==> src/sv/atjc_pkg.sv <==
// Shared types, constants and tables for the tilt and stick conditioner.
// Used by every module of the block; depends on nothing.
package atjc_pkg;

    localparam int NUM_CTL_DEF = 2;
    localparam int FRAC_DEF    = 8;
    localparam int QDEPTH      = 2;
    localparam int CFG_IDX_W   = 3;
    localparam int CFG_DATA_W  = 16;

    localparam logic [7:0] SCRAMBLE = 8'h17;

    localparam logic signed [19:0] PITCH_K   = 20'sd80206;
    localparam logic signed [19:0] ROLL_K    = 20'sd80220;
    localparam logic signed [39:0] ANG_BASE  = 40'sd8257536000;
    localparam logic [18:0]        QSAT_LIM  = 19'd256000;
    localparam logic [18:0]        ANG_RECIP = 19'd268436;

    typedef enum logic [CFG_IDX_W-1:0] {
        CFG_B0    = 3'd0,
        CFG_B1    = 3'd1,
        CFG_B2    = 3'd2,
        CFG_A1    = 3'd3,
        CFG_A2    = 3'd4,
        CFG_ZERO  = 3'd5,
        CFG_LIMIT = 3'd6,
        CFG_DZONE = 3'd7
    } t_cfg_idx;

    typedef struct packed {
        logic signed [15:0] b0;
        logic signed [15:0] b1;
        logic signed [15:0] b2;
        logic signed [15:0] a1;
        logic signed [15:0] a2;
        logic [9:0]         zero;
        logic [8:0]         limit;
        logic [7:0]         dzone;
    } t_cfg;

    typedef struct packed {
        logic [7:0]         sx;
        logic [7:0]         sy;
        logic               bz;
        logic               bc;
        logic signed [10:0] ax;
        logic signed [10:0] ay;
        logic signed [10:0] az;
        logic               idx;
        logic               present;
    } t_item;

    typedef struct packed {
        logic signed [10:0] x1;
        logic signed [10:0] x2;
        logic signed [19:0] y1;
        logic signed [19:0] y2;
    } t_hist;

    function automatic logic [15:0] atan_coef(input logic [3:0] i);
        logic [15:0] v;
        case (i)
            4'd0:    v = 16'd51472;
            4'd1:    v = 16'd30385;
            4'd2:    v = 16'd16055;
            4'd3:    v = 16'd8150;
            4'd4:    v = 16'd4091;
            4'd5:    v = 16'd2047;
            4'd6:    v = 16'd1024;
            4'd7:    v = 16'd512;
            4'd8:    v = 16'd256;
            4'd9:    v = 16'd128;
            4'd10:   v = 16'd64;
            4'd11:   v = 16'd32;
            4'd12:   v = 16'd16;
            4'd13:   v = 16'd8;
            4'd14:   v = 16'd4;
            default: v = 16'd2;
        endcase
        return v;
    endfunction

endpackage

==> src/sv/atjc_fifo.sv <==
// Short queue of decoded items between the front and the back stage.
// Depends on atjc_pkg for the item type and depth.
module atjc_fifo import atjc_pkg::*; (
    input  logic  i_clk,
    input  logic  i_rst_n,
    input  logic  i_push,
    input  t_item i_item,
    output logic  o_ready,
    output logic  o_valid,
    output t_item o_item,
    input  logic  i_pop
);

    localparam int QAW = (QDEPTH > 1) ? $clog2(QDEPTH) : 1;
    localparam int QCW = $clog2(QDEPTH + 1);

    t_item            r_mem [QDEPTH];
    logic [QAW-1:0]   r_wp;
    logic [QAW-1:0]   r_rp;
    logic [QCW-1:0]   r_count;
    logic             w_push;
    logic             w_pop;

    assign o_ready = r_count != QCW'(QDEPTH);
    assign o_valid = r_count != '0;
    assign o_item  = r_mem[r_rp];
    assign w_push  = i_push && o_ready;
    assign w_pop   = i_pop && o_valid;

    always_ff @(posedge i_clk) begin
        if (!i_rst_n) begin
            r_wp    <= '0;
            r_rp    <= '0;
            r_count <= '0;
        end else begin
            if (w_push) begin
                r_wp <= (r_wp == QAW'(QDEPTH - 1)) ? '0 : r_wp + 1'b1;
            end
            if (w_pop) begin
                r_rp <= (r_rp == QAW'(QDEPTH - 1)) ? '0 : r_rp + 1'b1;
            end
            if (w_push && !w_pop) begin
                r_count <= r_count + 1'b1;
            end else if (w_pop && !w_push) begin
                r_count <= r_count - 1'b1;
            end
        end
    end

    always_ff @(posedge i_clk) begin
        if (w_push) begin
            r_mem[r_wp] <= i_item;
        end
    end

endmodule

==> config.mk <==
export PLATFORM = sky130hd
export DESIGN_NAME = atjc_fifo
export DESIGN_NICKNAME = d
export VERILOG_FILES = /design/src/sv/atjc_pkg.sv /design/src/sv/atjc_fifo.sv
export SDC_FILE = /design/constraint.sdc
export NUM_CORES = 1
export LEC_CHECK = 0
export BUFFER_PORTS_ARGS = -buffer_cell sky130_fd_sc_hd__buf_2
export CORE_MARGIN = 2
export CORE_UTILIZATION = 50
export DETAILED_ROUTE_END_ITERATION = 10
export GPL_TIMING_DRIVEN = 0
export MAX_ROUTING_LAYER = met4
export PLACE_DENSITY = 0.82
export SLEW_MARGIN = 5
export SYNTH_ARGS = -nofsm -noshare
export SYNTH_HDL_FRONTEND = slang
export SYNTH_SLANG_ARGS = --single-unit
==> constraint.sdc <==
create_clock -name i_clk -period 2.84 [get_ports i_clk]
set_input_delay 0.284 -clock i_clk [delete_from_list [all_inputs] [get_ports i_clk]]
set_output_delay 0.284 -clock i_clk [all_outputs]
set_load 0.02 [all_outputs]
* Word-level counts from Yosys, hierarchy flattened
Memories as Yosys holds them, arrays and structs flattened. A register that Yosys moved wholly into a read port is not among the register bits.
Cells that the tools add are included.
** Word-level totals
- Flip-flop bits (word level) :: 4
- Bits in writable memories :: 106
- Input port bits :: 57
- Output and inout port bits :: 55
- Logic and storage cells :: 25
- Memories kept :: 1
** Memories
- r_mem :: words 2, width 53, read ports 1, clocked after memory_dff 1, wr ports 1, RTL line atjc_fifo.sv:17 : t_item r_mem [QDEPTH];
** Cells by class
- $add $sub $neg :: 4
- Eq/ne operators :: 1
- Multiplexer cells :: 8
- Reduce and logical (&&, ||, !) cells :: 8
** Operators by type and width (count)
- $mux W1 :: 6
- $logic_and A1 B1 Y1 :: 4
- $mux W2 :: 2
- $reduce_bool A2 Y1 :: 2
- $add A1 B1 Y1 const B :: 2
- $add A2 B1 Y2 const B :: 1
- $logic_not A1 Y1 :: 2
- $ne A2 B2 Y1 const B :: 1
- $sub A2 B1 Y2 const B :: 1

* Depth between registers and ports, before layout
- Depth after elaboration :: 6
- Mapped depth :: 6
- Depth with buffers taken out :: 6

* Worst setup path after synthesis
OpenSTA, ideal clock, no wires.
- Path type :: register to register
- Start :: register r_count[0]
- End :: memory r_mem[1][0] (netlist bit) (enable)
- Library setup time :: 0.416 ns
- Data arrival time :: 1.909 ns
- Path slack :: 0.514 ns
- Cell stages (with the launch flop) :: 3
- Buffers on the path :: 0
- Clock period less this slack :: 2.326 ns
- Cell sequence :: dfxtp_1 > nand2b_4 > and3_1
** On the way
- Cells in the longest elaborated chain, start to end :: 4
** Ends and longest elaborated chain
- from (decl) :: RTL line atjc_fifo.sv:20 : logic [QCW-1:0] r_count;
- from (signal assigned) :: RTL line atjc_fifo.sv:43 : r_count <= r_count + 1'b1;
- from (signal assigned) :: RTL line atjc_fifo.sv:45 : r_count <= r_count - 1'b1;
- $ne A2 B2 Y1 :: RTL line atjc_fifo.sv:24 : assign o_ready = r_count != QCW'(QDEPTH);
- via o_ready :: RTL line atjc_fifo.sv:8 : output logic o_ready,
- $logic_and A1 B1 Y1 :: RTL line atjc_fifo.sv:27 : assign w_push = i_push && o_ready;
- $mux W1 :: RTL line atjc_fifo.sv:51 : if (w_push) begin
- $mux W1 (not written as such) :: RTL line atjc_fifo.sv:52 : r_mem[r_wp] <= i_item;
- to (decl) :: RTL line atjc_fifo.sv:17
The timed path passes the listed nets, and every way through them passes these cells.

==> impl_metrics.yaml <==
pwr:
  fin_total_pwr_mw: 4.242
  max-vdd-ir-drop_mv: 0.4735
  leakagePower_nw: 1.856
  power.density_nw_per_um2: 854.9
setup_path:
  critical_path.max_stage_delay_ns: 0.36
  worstPathCellList: "buf_2, buf_4, mux2_2, buf_2"
  required_ns: 2.56
  critPathBufInv: 3
  start_kind: "flop"
  crit_path_end_kind: "output port"
  cp_max_fo: 10
  slowest_stage: "mux2_2"
  worst-setup-path-type: "flop to output port"
  cp.arrival_ns: 1.60
  critical-path-top-delay-family: "buffers and inverters"
  crit_path_frequent_cell: "buf_2"
timing:
  clock.fmax_ghz: 0.5315
  grt_setup_unrepaired: "false"
  layout_setup_ws_ns: 0.9587
  hold_viol: 0
  post-route-period-util_pct: 66.24
  holdWs_ns: 0.1115
  tightest_slew_ns: 0.5971
  setup_viol: 0
  slew_viol_final: 0
  slew_headroom_pct: 60.19
  period_needed_ns: 1.881
  skew_ns: 0.008093
  fin_tns_setup_ns: 0
place:
  place_congestion: 0.7071
  dp_cells: 404
  portBuffers: 111
  dp_hpwl_um: 4576
  placed_area_um2: 4790
  preCtsSetupSlack_ns: 1.042
routing:
  dr_total_vias: 2085
  ant_nets: 0
  wl_met2_um: 3337
  finalWirelength_um: 6672
  drc: 0
  wl_met3_um: 496
  met1_length_um: 2728
  drt_iter0_markers: 118
  viasPerCell: 4.964
  maxUsedRoutingLayer: "met4"
  routedWlPerCell_um: 15.89
  drtPass1Iterations: 4
synth:
  syn_inst: 189
  synth_most_common_cell: "edfxtp_1"
  synthFlopType: "edfxtp_1"
  synthTopCellsByArea: "edfxtp_1 78%, mux2_2 15%, dfxtp_1 2.5%, buf_4 0.92%, and2_1 0.62%"
  synth_top_area_share_pct: 78.30
  avgSynthCellArea_um2: 21.51
  synthArstFlopShare_pct: 0
  ys_types: 20
  yosysSeqAreaShare_pct: 80.76
  syn_area_um2: 4065
  synth_common_cells: "106 x edfxtp_1, 53 x mux2_2, 5 x buf_4, 5 x dfxtp_1, 4 x and2_1"
  synth_nets: 247
  yosysWarnings: 0
  yosysTopAreaCell: "edfxtp_1"
  synth_edf_count: 106
  yosys_register_bits: 111
clock_network:
  post_cts.repair.setup_buffers: 0
  clkSlewWorstSetupHoldPaths_ns: 0.10
  post_cts_resized: 0
  cts_sinks: 111
  postCtsHoldBufs: 0
  clk_latency_ns: 0.35
  ctsRootBufferMaster: "clkbuf_8"
  numCtsBuffers: 9
  clk_path_buf_depth: 2
  cts_max_level: 3
  cts_tree: "yes"
finish:
  diodes: 0
  n_fill_cell: 581
  nets: 371
  area_delta_synth_final_pct: 22.07
  fin_util_pct: 63.56
  drive_gt1_share_pct: 60.38
  final_cells: 420
  finalInstanceArea_um2: 4962
floorplan:
  core_area_um2: 7807
  die_w_um: 94.17
  start_util_pct: 52.07
  std_cell_rows: 32
  dieArea_um2: 8868
  io_pins: 112
  die_h_um: 94.17
flow_run:
  cap_violations: 0
grt:
  grt_max_degree: 35
  overflow: 0
  first_global_vias: 2105
  track_usage_pct: 15.65
  grt_pass1_wl_um: 9970
  grt_antenna_before_repair: 0
worst_hold_path:
  hold_path_class: "input pin to flop"
outcome:
  status: "completed"
[where the power goes]
group | switching, mW | internal [mW] | leakage, nW | total, mW
Sequential | 0.0596 | 2.04 | 1.03 | 2.10
Combinational | 0.754 | 0.557 | 0.740 | 1.31
Clock | 0.504 | 0.326 | 0.0846 | 0.830
[layer usage]
| layer | track usage (%) | up-vias |
|---|---|---|
| met5 | - | - |
| met4 | 7.005 | 0 |
| met3 | 3.692 | 11 |
| met2 | 26.07 | 74 |
| met1 | 18.16 | 1012 |
| li1 | - | 988 |
[worst paths after layout]
kind	end	slack, ns	from	cells past startpoint
setup / recovery	o_item[15]	0.96	flop	4
hold / removal	r_mem[1][29]	0.11	i_item[29]	1
setup reg to reg	r_mem[1][36]	1.04	r_count[0]	3
hold reg to reg	r_count[1]	0.57	r_count[1]	2
[cells by family (layout without fill, tap and decap cells)]
family | Yosys count | count (layout) | share of synthesized area [%]
buf+inv | 7 | 136 | 1.139
compound gates | 5 | 5 | 0.8617
fa+ha+maj | 1 | 1 | 0.3077
flops | 111 | 111 | 80.76
mux | 53 | 53 | 14.68
xor+xnor | 3 | 3 | 0.6465
simple gates | 9 | 9 | 1.601
[placed cells by master (no fill, tap or decap), drive strengths merged]
cell      instances
a21bo             1
a21boi            2
and2              4
and3              1
buf             119
clkbuf           10
clkinv            2
clkinvlp          2
dfxtp             5
edfxtp          106
ha                1
inv               3
mux2             53
nand2b            1
nand3b            1
o21ai             2
or2               1
or3               1
xnor2             2
xor2              1
[registers in the layout (all words and copies together), names as in the netlist, named ones only]
signal and count:
r_mem 106, r_count 2, r_rp 1, r_wp 1
[layout make-up]
class	instances	area [µm²]	area share, %
buffer	6	42.54	0.8573
clock buffer	10	127.6	2.572
clock inverter	6	45.04	0.9077
inverter	1	3.754	0.07564
multi-input combinational	71	737.0	14.85
sequential	111	3283	66.16
tap	102	127.6	2.572
timing repair buffer	113	595.6	12.00
Power figures use the tool's default switching activity.
