### config.mk
export PLATFORM = sky130hd
export DESIGN_NAME = atjc_front
export DESIGN_NICKNAME = d
export VERILOG_FILES = /design/src/sv/atjc_pkg.sv /design/src/sv/atjc_front.sv
export SDC_FILE = /design/constraint.sdc
export NUM_CORES = 1
export LEC_CHECK = 0
export ABC_CLOCK_PERIOD_IN_PS = 12360
export BUFFER_PORTS_ARGS = -buffer_cell sky130_fd_sc_hd__buf_2
export CORE_UTILIZATION = 59
export DETAILED_ROUTE_END_ITERATION = 16
export PLACE_DENSITY_LB_ADDON = 0.08
export SYNTH_ARGS = -nofsm -noshare
export SYNTH_HDL_FRONTEND = slang
export SYNTH_SLANG_ARGS = --single-unit
### constraint.sdc
create_clock -name i_clk -period 12.36 [get_ports i_clk]
set_input_delay 1.236 -clock i_clk [delete_from_list [all_inputs] [get_ports i_clk]]
set_output_delay 1.236 -clock i_clk [all_outputs]
set_load 0.05 [all_outputs]
### src/sv/atjc_pkg.sv
// Shared types, constants and tables for the tilt and stick conditioner.
// Used by every module of the block; depends on nothing.
package atjc_pkg;

    localparam int NUM_CTL_DEF = 2;
    localparam int FRAC_DEF    = 8;
    localparam int QDEPTH      = 2;
    localparam int CFG_IDX_W   = 3;
    localparam int CFG_DATA_W  = 16;

    localparam logic [7:0] SCRAMBLE = 8'h17;

    localparam logic signed [19:0] PITCH_K   = 20'sd80206;
    localparam logic signed [19:0] ROLL_K    = 20'sd80220;
    localparam logic signed [39:0] ANG_BASE  = 40'sd8257536000;
    localparam logic [18:0]        QSAT_LIM  = 19'd256000;
    localparam logic [18:0]        ANG_RECIP = 19'd268436;

    typedef enum logic [CFG_IDX_W-1:0] {
        CFG_B0    = 3'd0,
        CFG_B1    = 3'd1,
        CFG_B2    = 3'd2,
        CFG_A1    = 3'd3,
        CFG_A2    = 3'd4,
        CFG_ZERO  = 3'd5,
        CFG_LIMIT = 3'd6,
        CFG_DZONE = 3'd7
    } t_cfg_idx;

    typedef struct packed {
        logic signed [15:0] b0;
        logic signed [15:0] b1;
        logic signed [15:0] b2;
        logic signed [15:0] a1;
        logic signed [15:0] a2;
        logic [9:0]         zero;
        logic [8:0]         limit;
        logic [7:0]         dzone;
    } t_cfg;

    typedef struct packed {
        logic [7:0]         sx;
        logic [7:0]         sy;
        logic               bz;
        logic               bc;
        logic signed [10:0] ax;
        logic signed [10:0] ay;
        logic signed [10:0] az;
        logic               idx;
        logic               present;
    } t_item;

    typedef struct packed {
        logic signed [10:0] x1;
        logic signed [10:0] x2;
        logic signed [19:0] y1;
        logic signed [19:0] y2;
    } t_hist;

    function automatic logic [15:0] atan_coef(input logic [3:0] i);
        logic [15:0] v;
        case (i)
            4'd0:    v = 16'd51472;
            4'd1:    v = 16'd30385;
            4'd2:    v = 16'd16055;
            4'd3:    v = 16'd8150;
            4'd4:    v = 16'd4091;
            4'd5:    v = 16'd2047;
            4'd6:    v = 16'd1024;
            4'd7:    v = 16'd512;
            4'd8:    v = 16'd256;
            4'd9:    v = 16'd128;
            4'd10:   v = 16'd64;
            4'd11:   v = 16'd32;
            4'd12:   v = 16'd16;
            4'd13:   v = 16'd8;
            4'd14:   v = 16'd4;
            default: v = 16'd2;
        endcase
        return v;
    endfunction

endpackage

### src/sv/atjc_front.sv
// Front stage: unscrambles a report, scales the stick axes, removes the
// accelerometer offset and registers the decoded item. Depends on atjc_pkg.
module atjc_front import atjc_pkg::*; (
    input  logic       i_clk,
    input  logic       i_rst_n,
    input  logic       i_valid,
    output logic       o_ready,
    input  logic [7:0] i_raw_byte_0,
    input  logic [7:0] i_raw_byte_1,
    input  logic [7:0] i_raw_byte_2,
    input  logic [7:0] i_raw_byte_3,
    input  logic [7:0] i_raw_byte_4,
    input  logic [7:0] i_raw_byte_5,
    input  logic       i_controller_index,
    input  logic       i_controller_present,
    input  t_cfg       i_cfg,
    output logic       o_valid,
    input  logic       i_ready,
    output t_item      o_item
);

    function automatic logic [7:0] stick_scale(input logic [7:0] v, input logic [7:0] dz);
        logic signed [8:0] s;
        logic [12:0]       p;
        logic [24:0]       q;
        logic [7:0]        r;
        s = $signed({1'b0, v}) - $signed({1'b0, dz});
        p = 13'(s[7:0]) * 13'd27;
        q = (25'(p) * 25'd3277) >> 16;
        if (s <= 9'sd0) begin
            r = 8'd0;
        end else if (q > 25'd255) begin
            r = 8'd255;
        end else begin
            r = q[7:0];
        end
        return r;
    endfunction

    logic [7:0] w_d0, w_d1, w_d2, w_d3, w_d4, w_d5;
    t_item      w_item;
    logic       r_valid;
    t_item      r_item;

    assign w_d0 = (i_raw_byte_0 ^ SCRAMBLE) + SCRAMBLE;
    assign w_d1 = (i_raw_byte_1 ^ SCRAMBLE) + SCRAMBLE;
    assign w_d2 = (i_raw_byte_2 ^ SCRAMBLE) + SCRAMBLE;
    assign w_d3 = (i_raw_byte_3 ^ SCRAMBLE) + SCRAMBLE;
    assign w_d4 = (i_raw_byte_4 ^ SCRAMBLE) + SCRAMBLE;
    assign w_d5 = (i_raw_byte_5 ^ SCRAMBLE) + SCRAMBLE;

    always_comb begin
        w_item.sx      = stick_scale(w_d0, i_cfg.dzone);
        w_item.sy      = stick_scale(~w_d1, i_cfg.dzone);
        w_item.bz      = ~w_d5[0];
        w_item.bc      = ~w_d5[1];
        w_item.ax      = $signed({1'b0, w_d2, w_d5[3:2]}) - $signed({1'b0, i_cfg.zero});
        w_item.ay      = $signed({1'b0, w_d3, w_d5[5:4]}) - $signed({1'b0, i_cfg.zero});
        w_item.az      = $signed({1'b0, w_d4, w_d5[7:6]}) - $signed({1'b0, i_cfg.zero});
        w_item.idx     = i_controller_index;
        w_item.present = i_controller_present;
    end

    assign o_ready = !r_valid || i_ready;
    assign o_valid = r_valid;
    assign o_item  = r_item;

    always_ff @(posedge i_clk) begin
        if (!i_rst_n) begin
            r_valid <= 1'b0;
        end else if (o_ready) begin
            r_valid <= i_valid;
        end
    end

    always_ff @(posedge i_clk) begin
        if (i_valid && o_ready) begin
            r_item <= w_item;
        end
    end

endmodule

== Word level (Yosys, flattened, before mapping) ==
Cells that the tools add are included.
Word-level totals
  register bits after elaboration: 54
  latch bits: 0
  bits in writable memories: 0
  ROM bits: 0
  input port bits: 161
  memories kept: 0
Operators by class
  add/sub/neg operators: 11
  multiply operators: 4
  divide/modulo/power cells: 0
  $lt $le $gt $ge: 4
  eq/ne operators: 0
  shift-type cells: 0
  multiplexer cells: 2
  bitwise gates (word level): 9
  reductions and logical operators: 3
Operators with widths (count)
  multiplier 13 x 12 -> 25 bit, second input constant: 2
  adder 8 x 5 -> 8 bit, second input constant: 6
  subtractor 10 x 10 -> 11 bit: 3
  multiplier 8 x 5 -> 13 bit, second input constant: 2
  inverter 4 bit: 6
  > comparator 9 x 8 -> 1 bit, second input constant: 2
  <= comparator 9 x 1 -> 1 bit, second input constant: 2
  subtractor 8 x 8 -> 9 bit: 2
  two-way mux 8 bit: 2
  inverter 8 bit: 1
  inverter 1 bit: 2
  logical AND 1 bit: 1
  logical NOT 1 bit: 1
  logical OR 1 bit: 1

== Logic depth before layout (Yosys ltp) ==
Gate-level depths: netlist of the first run.
  word-level depth: 8
  depth in mapped cells: 38

== Worst setup path before layout of the first run ==
OpenSTA, ideal clock, no wires.
  path kind: input -> register
  start: input i_raw_byte_1[0]
  end: register r_item, in the netlist o_item[37] (data pin)
  data arrival time: 9597 ps
  setup slack: 2486 ps
  cell stages on the path: 33
  path through: ha_1 > fa_1 > a21o_1 > a21oi_1 > xnor2_1 > inv_1 > fa_1 > fa_1 > inv_1 > ha_1 > inv_1 > o21ai_0 > a2111oi_1 > nor2_1 > xor2_1 > xor2_1 > inv_1 > fa_1 > inv_1 > fa_1 > fa_1 > inv_1 > fa_1 > inv_1 > ha_1 > a21oi_1 > o21ai_0 > a311oi_2 > o31ai_2 > o41a_1 > a211oi_2 > xnor2_1 > a21oi_1
On the way
  word-level cells in the longest chain between the ends: 8
  elaborated cells between the ends (all ways): 9
  classes of those cells: add/sub: 2; mul: 2; order compare: 2; mux: 1; bitwise: 2
RTL lines
  start: declaration: line atjc_front.sv:9  | input logic [7:0] i_raw_byte_1,
  inverter 4 bit (no source line) *
  adder 8 x 5 -> 8 bit *: line atjc_front.sv:46  | assign w_d1 = (i_raw_byte_1 ^ SCRAMBLE) + SCRAMBLE;
  inverter 8 bit *: line atjc_front.sv:54  | w_item.sy = stick_scale(~w_d1, i_cfg.dzone);
  subtractor 8 x 8 -> 9 bit *: line atjc_front.sv:27  | s = $signed({1'b0, v}) - $signed({1'b0, dz});
  multiplier 8 x 5 -> 13 bit: line atjc_front.sv:28  | p = 13'(s[7:0]) * 13'd27;
  multiplier 13 x 12 -> 25 bit: line atjc_front.sv:29  | q = (25'(p) * 25'd3277) >> 16;
  > comparator 9 x 8 -> 1 bit: line atjc_front.sv:32  | end else if (q > 25'd255) begin
  two-way mux 8 bit: line atjc_front.sv:32
  end signal: assignment: line atjc_front.sv:78  | r_item <= w_item;
  end: declaration: line atjc_front.sv:43  | t_item r_item;
Every way passes the cells marked *; elsewhere a longest branch is shown, timed or not.
A chain may end at the register's enable or synchronous reset.

== Worst setup path in the final report of the first run ==
  start: input i_raw_byte_1[0]
  end: register r_item, in the netlist o_item[41] (data pin)
The elaborated chain is that of the path after synthesis.

==> impl_metrics.json, run 1 <==
{
  "overflow": 0,
  "drive_gt1_share_pct": 10.9,
  "use_met3_pct": 1.95,
  "finClkSkew_ns": 0.00753,
  "numCtsBuffers": 5,
  "worstHoldEndpoint": "o_valid$_SDFFE_PN0N_",
  "gp_congestion": 0.842,
  "synth.cell_area_um2": 11900,
  "grt_pass1_vias": 9071,
  "fillerInstances": 1765,
  "crit_required_ns": 12.39,
  "worstMarginPinSlew_ns": 0.867,
  "core_um2": 19700,
  "cts-root-buf": "clkbuf_16",
  "clock_latency_ns": 0.30,
  "seq_area_frac_synth_pct": 13.5,
  "cts_tree": "done",
  "rows": 51,
  "start_kind": "primary input",
  "min-delay-start": "o_valid$_SDFFE_PN0N_",
  "cts-resized-gates": 0,
  "setup_viol": 0,
  "grt_use_total_pct": 24.0,
  "syn_inst": 1304,
  "clock.fmax_ghz": 0.0932,
  "wire_per_inst_um": 13.6,
  "diodes": 0,
  "dp_hpwl_mm": 20.5,
  "path_class": "in -> reg",
  "reg2reg_slack_ns": 10.86,
  "port_buffers": 126,
  "worst_r2r_endpoint": "o_item[24]$_DFFE_PP_",
  "reg2regPathDepth": 3,
  "wirelength_mm": 23.1,
  "htree_num_levels": 2,
  "cts_hold_repair.buffers": 0,
  "whs_path_depth": 2,
  "synth_area_per_cell_um2": 9.16,
  "grt_setup_unrepaired": "false",
  "r2r_start": "o_valid$_SDFFE_PN0N_",
  "ios": 216,
  "synth_nets": 1839,
  "hold_violations": 0,
  "yosysWarnings": 0,
  "cap_violations": 0,
  "die_y_um": 144,
  "period_share_pct": 86.8,
  "nNetsFinal": 1970,
  "synth_top_area_share_pct": 28.8,
  "slowest_delay_ns": 0.60,
  "endpoint_kind": "flip-flop",
  "layout_commonest_cell": "inv_1",
  "drt-initial-drc-count": 283,
  "synth_ff_type": "edfxtp_1",
  "antenna_found_initial": 0,
  "ys_async_sr_fraction_pct": 0,
  "drc": 0,
  "hold_path_class": "reg -> reg",
  "grtUsageMet1_pct": 31.0,
  "crit_fanout": 6,
  "fp.dieW_um": 144,
  "synthToLayoutAreaGrowth_pct": 9.30,
  "grt-busiest-layer": "met2",
  "start_util_pct": 60.8,
  "synth_edf_count": 53,
  "cts_max_path_buffers": 2,
  "drt-vias-per-instance": 5.24,
  "crit_slowest_cell": "a2111oi_1",
  "post_cts_buffers": 0,
  "drv_slew": 0,
  "grt_pass1_wl_mm": 40.4,
  "num_vias": 8918,
  "synth_area_leaders": "ha_1, fa_1, edfxtp_1",
  "outcome": "finished clean",
  "grt_max_degree": 54,
  "antenna_left": 0,
  "drt_first_pass_iters": 4,
  "yosysTopAreaCell": "ha_1",
  "clkSinkCount": 54,
  "layout_common_cells": "inv_1, ha_1, buf_2",
  "path_clk_slew_ns": 0.08,
  "use_met2_pct": 44.6,
  "slew_headroom_pct": 40.7,
  "fin_setup_tns_ns": 0,
  "cp.arrival_ns": 10.76,
  "fin_crit_ns": 10.73,
  "ys_ff_latch": 54,
  "fp.dieArea_um2": 20800,
  "yosysUniqueCellTypes": 67
}
## final cells by class
class / instances / area, µm² / share of cell area [%]
multi-input combinational: 948 / 9200 / 70.5
sequential: 54 / 1610 / 12.3
inverter: 299 / 1120 / 8.59
timing repair buffer: 127 / 638 / 4.89
tap: 265 / 332 / 2.54
clock buffer: 5 / 125 / 0.958
clock inverter: 3 / 28.8 / 0.220
## cells by family (layout without fill, tap and decap cells)
kind of cell | count (synthesis) | count (layout) | synth area share (%)
mux | 1 | 1 | 0.0942
fa+ha+maj | 374 | 374 | 45.4
compound gates | 202 | 202 | 11.7
xor+xnor | 135 | 135 | 10.1
flops | 54 | 54 | 13.5
simple gates | 236 | 236 | 9.70
buf+inv | 302 | 434 | 9.51
## critical path: cells and delay by family
family / cells / cell delay (ns)
AOI/OAI and AO/OA: 11 / 2.77
adders and majority gates: 10 / 4.56
xor gates and xnor gates: 4 / 1.41
and+or+nand+nor: 1 / 0.17
buffers and inverters: 8 / 0.60
## flip-flops by register name, summed over array words and instances, names as in the netlist
signal	count
o_item	53
o_valid	1
## stage by stage
stage | hold slack (ns) | utilization [%] | worst slack, ns | std cells | cell area, µm²
finish | 0.541 | 66.4 | 1.63 | 1701 | 13100
global route | 0.586 | 66.4 | 0.921 | 1701 | 13100
CTS | 0.549 | 66.4 | 1.65 | 1701 | 13100
detailed placement | 0.536 | 65.7 | 1.37 | 1693 | 12900
global placement | 0.515 | 65.7 | 1.48 | 1693 | 12900
floorplan | 1.15 | - | 2.49 | 1304 | 11900
## synth_stat cells (10+ instances only)
library cell	count
nor3_1	24
a21oi_1	60
a21o_1	22
nor2b_1	14
o21a_1	15
inv_1	299
nand3_1	25
xnor2_1	71
a211oi_1	10
nor2_1	39
nand2b_1	10
xor2_1	61
ha_1	275
edfxtp_1	53
o21ai_0	34
nand2_1	80
fa_1	99
## layer usage
metal / part of all wire [%] / vias to the layer above
met4: 0.74 / 0
met5: 0 / -
met2: 50 / 121
met1: 46 / 4179
li1: - / 4603
met3: 3.0 / 15
## worst max-delay path by stage
stage | startpoint | endpoint | slack (ns) | cells past startpoint
6_report | i_raw_byte_1[0] | o_item[41]$_SDFFCE_PP0P_ | 1.63 | 34
5_1_grt | i_raw_byte_1[0] | o_item[41]$_SDFFCE_PP0P_ | 0.92 | 35
4_1_cts | i_raw_byte_1[0] | o_item[42]$_SDFFCE_PP0P_ | 1.65 | 34
3_5_place_dp | i_raw_byte_1[0] | o_item[42]$_SDFFCE_PP0P_ | 1.37 | 34
3_3_place_gp | i_raw_byte_1[0] | o_item[41]$_SDFFCE_PP0P_ | 1.48 | 34
2_1_floorplan | i_raw_byte_1[0] | o_item[37]$_SDFFCE_PP0P_ | 2.49 | 33
Power of run 1 is not shown: default switching activity piles up to over one toggle a cycle in this logic, so the estimate is an artifact.
==> inputs of run 2 (changes only) <==
--- a/config.mk
+++ b/config.mk
@@ -7,7 +7,7 @@
 export LEC_CHECK = 0
 export ABC_CLOCK_PERIOD_IN_PS = 12360
 export BUFFER_PORTS_ARGS = -buffer_cell sky130_fd_sc_hd__buf_2
-export CORE_UTILIZATION = 59
+export CORE_UTILIZATION = 55
 export DETAILED_ROUTE_END_ITERATION = 16
 export PLACE_DENSITY_LB_ADDON = 0.08
 export SYNTH_ARGS = -nofsm -noshare
==> impl_metrics.json, run 2 (synthesis results as in run 1) <==
{
  "outcome": "finished clean",
  "fin_crit_ns": 10.67,
  "crit_fanout": 6,
  "grt_max_degree": 54,
  "whs_ns": 0.529,
  "cp.arrival_ns": 10.68,
  "largest_reg_flops": 53,
  "min-delay-start": "o_valid$_SDFFE_PN0N_",
  "core_um2": 21200,
  "diodes": 0,
  "reg2regPathDepth": 3,
  "nNetsFinal": 1970,
  "synthToLayoutAreaGrowth_pct": 9.31,
  "start_kind": "primary input",
  "slowest_delay_ns": 0.58,
  "hold_path_class": "reg -> reg",
  "hold_violations": 0,
  "clock.fmax_ghz": 0.0937,
  "die_y_um": 149,
  "r2r_start": "o_valid$_SDFFE_PN0N_",
  "slew_headroom_pct": 38.9,
  "clock_latency_ns": 0.29,
  "grt_setup_unrepaired": "false",
  "drv_slew": 0,
  "drt_first_pass_iters": 4,
  "drt-initial-drc-count": 281,
  "worst_r2r_endpoint": "o_item[43]$_SDFFCE_PP0P_",
  "htree_num_levels": 2,
  "crit_required_ns": 12.37,
  "cts-resized-gates": 0,
  "fp.dieW_um": 149,
  "reg2reg_slack_ns": 10.86,
  "gp_congestion": 0.861,
  "drc": 0,
  "path_clk_slew_ns": 0.07,
  "grt_pass1_vias": 8889,
  "crit_slowest_cell": "a2111oi_1",
  "endpoint_kind": "flip-flop",
  "grt_pass1_wl_mm": 39.3,
  "port_buffers": 126,
  "cap_violations": 0,
  "cts_hold_repair.buffers": 0,
  "wirelength_mm": 22.7,
  "numCtsBuffers": 5,
  "finalNonFillerCells": 1711,
  "rows": 53,
  "drive_gt1_share_pct": 10.9,
  "grt_use_total_pct": 21.5,
  "dp_hpwl_mm": 20.2,
  "num_vias": 8881,
  "cts_max_path_buffers": 2,
  "antenna_found_initial": 0,
  "drt-vias-per-instance": 5.19,
  "setup_viol": 0,
  "post-place-cells": 1703,
  "overflow": 0,
  "layout_commonest_cell": "inv_1",
  "cts_tree": "done",
  "worstHoldEndpoint": "o_valid$_SDFFE_PN0N_",
  "fp.dieArea_um2": 22300,
  "whs_path_depth": 2,
  "fin_setup_tns_ns": 0,
  "period_share_pct": 86.3,
  "worstMarginPinSlew_ns": 0.893,
  "post_cts_buffers": 0,
  "antenna_left": 0,
  "cts-root-buf": "clkbuf_16",
  "ios": 216,
  "path_class": "in -> reg",
  "start_util_pct": 56.5,
  "layout_common_cells": "inv_1, ha_1, buf_2",
  "finClkSkew_ns": 0.00771,
  "clkSinkCount": 54,
  "wire_per_inst_um": 13.3
}
==> run 2: layout make-up <==
type / count / area [µm²]
fillers: 1895 / 8090
inverters: 299 / 1120
multi-input cells: 948 / 9200
flip-flops and latches: 54 / 1610
well taps: 275 / 344
clock inverters: 2 / 13.8
repair buffers: 127 / 638
clock buffers: 6 / 129
==> run 2: through the flow <==
step                utilization (%)  cell area, µm²  setup slack, ns
floorplan                         -           11900             2.49
global placement               61.1           12900             1.40
detailed placement             61.1           12900             1.34
CTS                            61.7           13100             1.62
global route                   61.7           13100            0.918
finish                         61.7           13100             1.69
==> run 2: how the worst max path moves through the flow <==
stage	from	endpoint	slack, ns	cells past startpoint
after floorplan	i_raw_byte_1[0]	o_item[37]$_SDFFCE_PP0P_	2.49	33
after global placement	i_raw_byte_1[0]	o_item[39]$_SDFFCE_PP0P_	1.40	34
after detailed placement	i_raw_byte_1[0]	o_item[39]$_SDFFCE_PP0P_	1.34	34
after CTS	i_raw_byte_1[0]	o_item[39]$_SDFFCE_PP0P_	1.62	34
after global routing	i_raw_byte_1[0]	o_item[40]$_SDFFCE_PP0P_	0.92	35
final	i_raw_byte_1[0]	o_item[39]$_SDFFCE_PP0P_	1.69	34
==> run 2: worst max-delay path, delay by kind of cell <==
family	cells	cell delay, ns
AO/OA/AOI/OAI	11	2.73
XOR/XNOR	4	1.39
adder cells (fa/ha/maj)	10	4.55
buffers and inverters	8	0.57
AND/OR/NAND/NOR	1	0.16
==> run 2: routing by layer <==
metal	track usage, %	wire length (µm)	vias up
met5	0	0	-
met4	3.72	329	0
met3	1.38	596	22
met2	39.9	11100	118
met1	27.3	10700	4121
li1	-	-	4620
Power of run 2 is left out for the same reason.
==> inputs of run 3 (changes only) <==
--- a/config.mk
+++ b/config.mk
@@ -7,7 +7,9 @@
 export LEC_CHECK = 0
 export ABC_CLOCK_PERIOD_IN_PS = 12360
 export BUFFER_PORTS_ARGS = -buffer_cell sky130_fd_sc_hd__buf_2
-export CORE_UTILIZATION = 55
+export CELL_PAD_IN_SITES_DETAIL_PLACEMENT = 0
+export CELL_PAD_IN_SITES_GLOBAL_PLACEMENT = 1
+export CORE_UTILIZATION = 45
 export DETAILED_ROUTE_END_ITERATION = 16
 export PLACE_DENSITY_LB_ADDON = 0.08
 export SYNTH_ARGS = -nofsm -noshare
==> impl_metrics.json, run 3 (synthesis results as in run 1) <==
{
  "finalNonFillerCells": 1773,
  "clock_latency_ns": 0.29,
  "num_vias": 8759,
  "cp_top_family": "adder cells",
  "layout_commonest_cell": "inv_1",
  "use_met3_pct": 1.31,
  "fin_crit_ns": 10.80,
  "cts_hold_repair.buffers": 0,
  "cts-root-buf": "clkbuf_16",
  "numCtsBuffers": 5,
  "dp_hpwl_mm": 21.2,
  "crit_slowest_cell": "a2111oi_1",
  "drc": 0,
  "wire_per_inst_um": 13.4,
  "grt_use_total_pct": 18.5,
  "clkSinkCount": 54,
  "crit_top_cell": "ha_1",
  "whs_ns": 0.523,
  "hold_path_class": "reg -> reg",
  "start_kind": "primary input",
  "finClkSkew_ns": 0.00476,
  "grt_max_degree": 54,
  "fin_area_um2": 13200,
  "fin_setup_tns_ns": 0,
  "fp.dieArea_um2": 27200,
  "drive_gt1_share_pct": 10.9,
  "largest_reg_flops": 53,
  "ios": 216,
  "setup_viol": 0,
  "period_share_pct": 87.4,
  "post_cts_buffers": 0,
  "post-place-cells": 1764,
  "overflow": 0,
  "cp.arrival_ns": 10.82,
  "grtUsageMet1_pct": 24.2,
  "gp_congestion": 0.827,
  "fp.dieW_um": 165,
  "drt_first_pass_iters": 4,
  "grt_pass1_vias": 8731,
  "slowest_delay_ns": 0.54,
  "use_met2_pct": 33.7,
  "drv_slew": 0,
  "drt-initial-drc-count": 336,
  "drt-vias-per-instance": 4.94,
  "crit_required_ns": 12.38,
  "cap_violations": 0,
  "cts-resized-gates": 0,
  "endpoint_kind": "flip-flop",
  "synthToLayoutAreaGrowth_pct": 10.2,
  "crit_fanout": 6,
  "rows": 59,
  "grt_setup_unrepaired": "false",
  "nNetsFinal": 1971,
  "path_buf_inv": 6,
  "cts_tree": "done",
  "start_util_pct": 45.8,
  "path_class": "in -> reg",
  "wirelength_mm": 23.8,
  "antenna_found_initial": 0,
  "cts_max_path_buffers": 2,
  "htree_num_levels": 2,
  "grt-busiest-layer": "met2",
  "slew_headroom_pct": 39.1,
  "clock.fmax_ghz": 0.0926,
  "hold_violations": 0,
  "layout_common_cells": "inv_1, ha_1, buf_2",
  "outcome": "finished clean",
  "antenna_left": 0,
  "fillerInstances": 2580,
  "dpl-instance-area_um2": 13000,
  "worstMarginPinSlew_ns": 0.890,
  "path_clk_slew_ns": 0.07,
  "core_um2": 26100,
  "port_buffers": 126,
  "grt_pass1_wl_mm": 40.6,
  "die_y_um": 165
}
[run 3: layer usage]
metal / routed length [µm] / vias up / share of wire (%)
met1: 11500 / 4034 / 48
met5: 0 / - / 0
met3: 482 / 19 / 2.0
met4: 284 / 0 / 1.2
li1: - / 4620 / -
met2: 11600 / 86 / 49
[run 3: stage by stage]
stage / utilization, % / setup WS, ns
final: 50.5 / 1.56
after global placement: 49.9 / 1.28
after global routing: 50.5 / 0.585
after detailed placement: 49.9 / 1.19
after floorplan: - / 2.49
after CTS: 50.5 / 1.47
[run 3: layout make-up]
| class | count | area (µm²) | area share [%] |
|---|---|---|---|
| sequential | 54 | 1610 | 12.2 |
| timing repair buffer | 128 | 646 | 4.90 |
| clock inverter | 1 | 30.0 | 0.228 |
| inverter | 299 | 1120 | 8.53 |
| clock buffer | 7 | 133 | 1.01 |
| tap | 335 | 419 | 3.18 |
| antenna | 1 | 2.50 | 0.0190 |
| multi-input combinational | 948 | 9200 | 69.9 |
[run 3: worst register-to-register path: stages, from the launching register on]
cell	delay, ns
dfxtp_1	0.31
nand2b_1	0.08
and2_2	0.14
buf_4	0.57
[run 3: final timing paths]
check	from	end	slack, ns	depth (start not counted)
setup / recovery	i_raw_byte_1[0]	o_item[41]$_SDFFCE_PP0P_	1.56	35
hold reg to reg	o_valid$_SDFFE_PN0N_	o_valid$_SDFFE_PN0N_	0.52	2
setup reg to reg	o_valid$_SDFFE_PN0N_	o_item[51]$_SDFFCE_PP0P_	10.84	3
hold / removal	o_valid$_SDFFE_PN0N_	o_valid$_SDFFE_PN0N_	0.52	2
Power of run 3 is left out for the same reason.
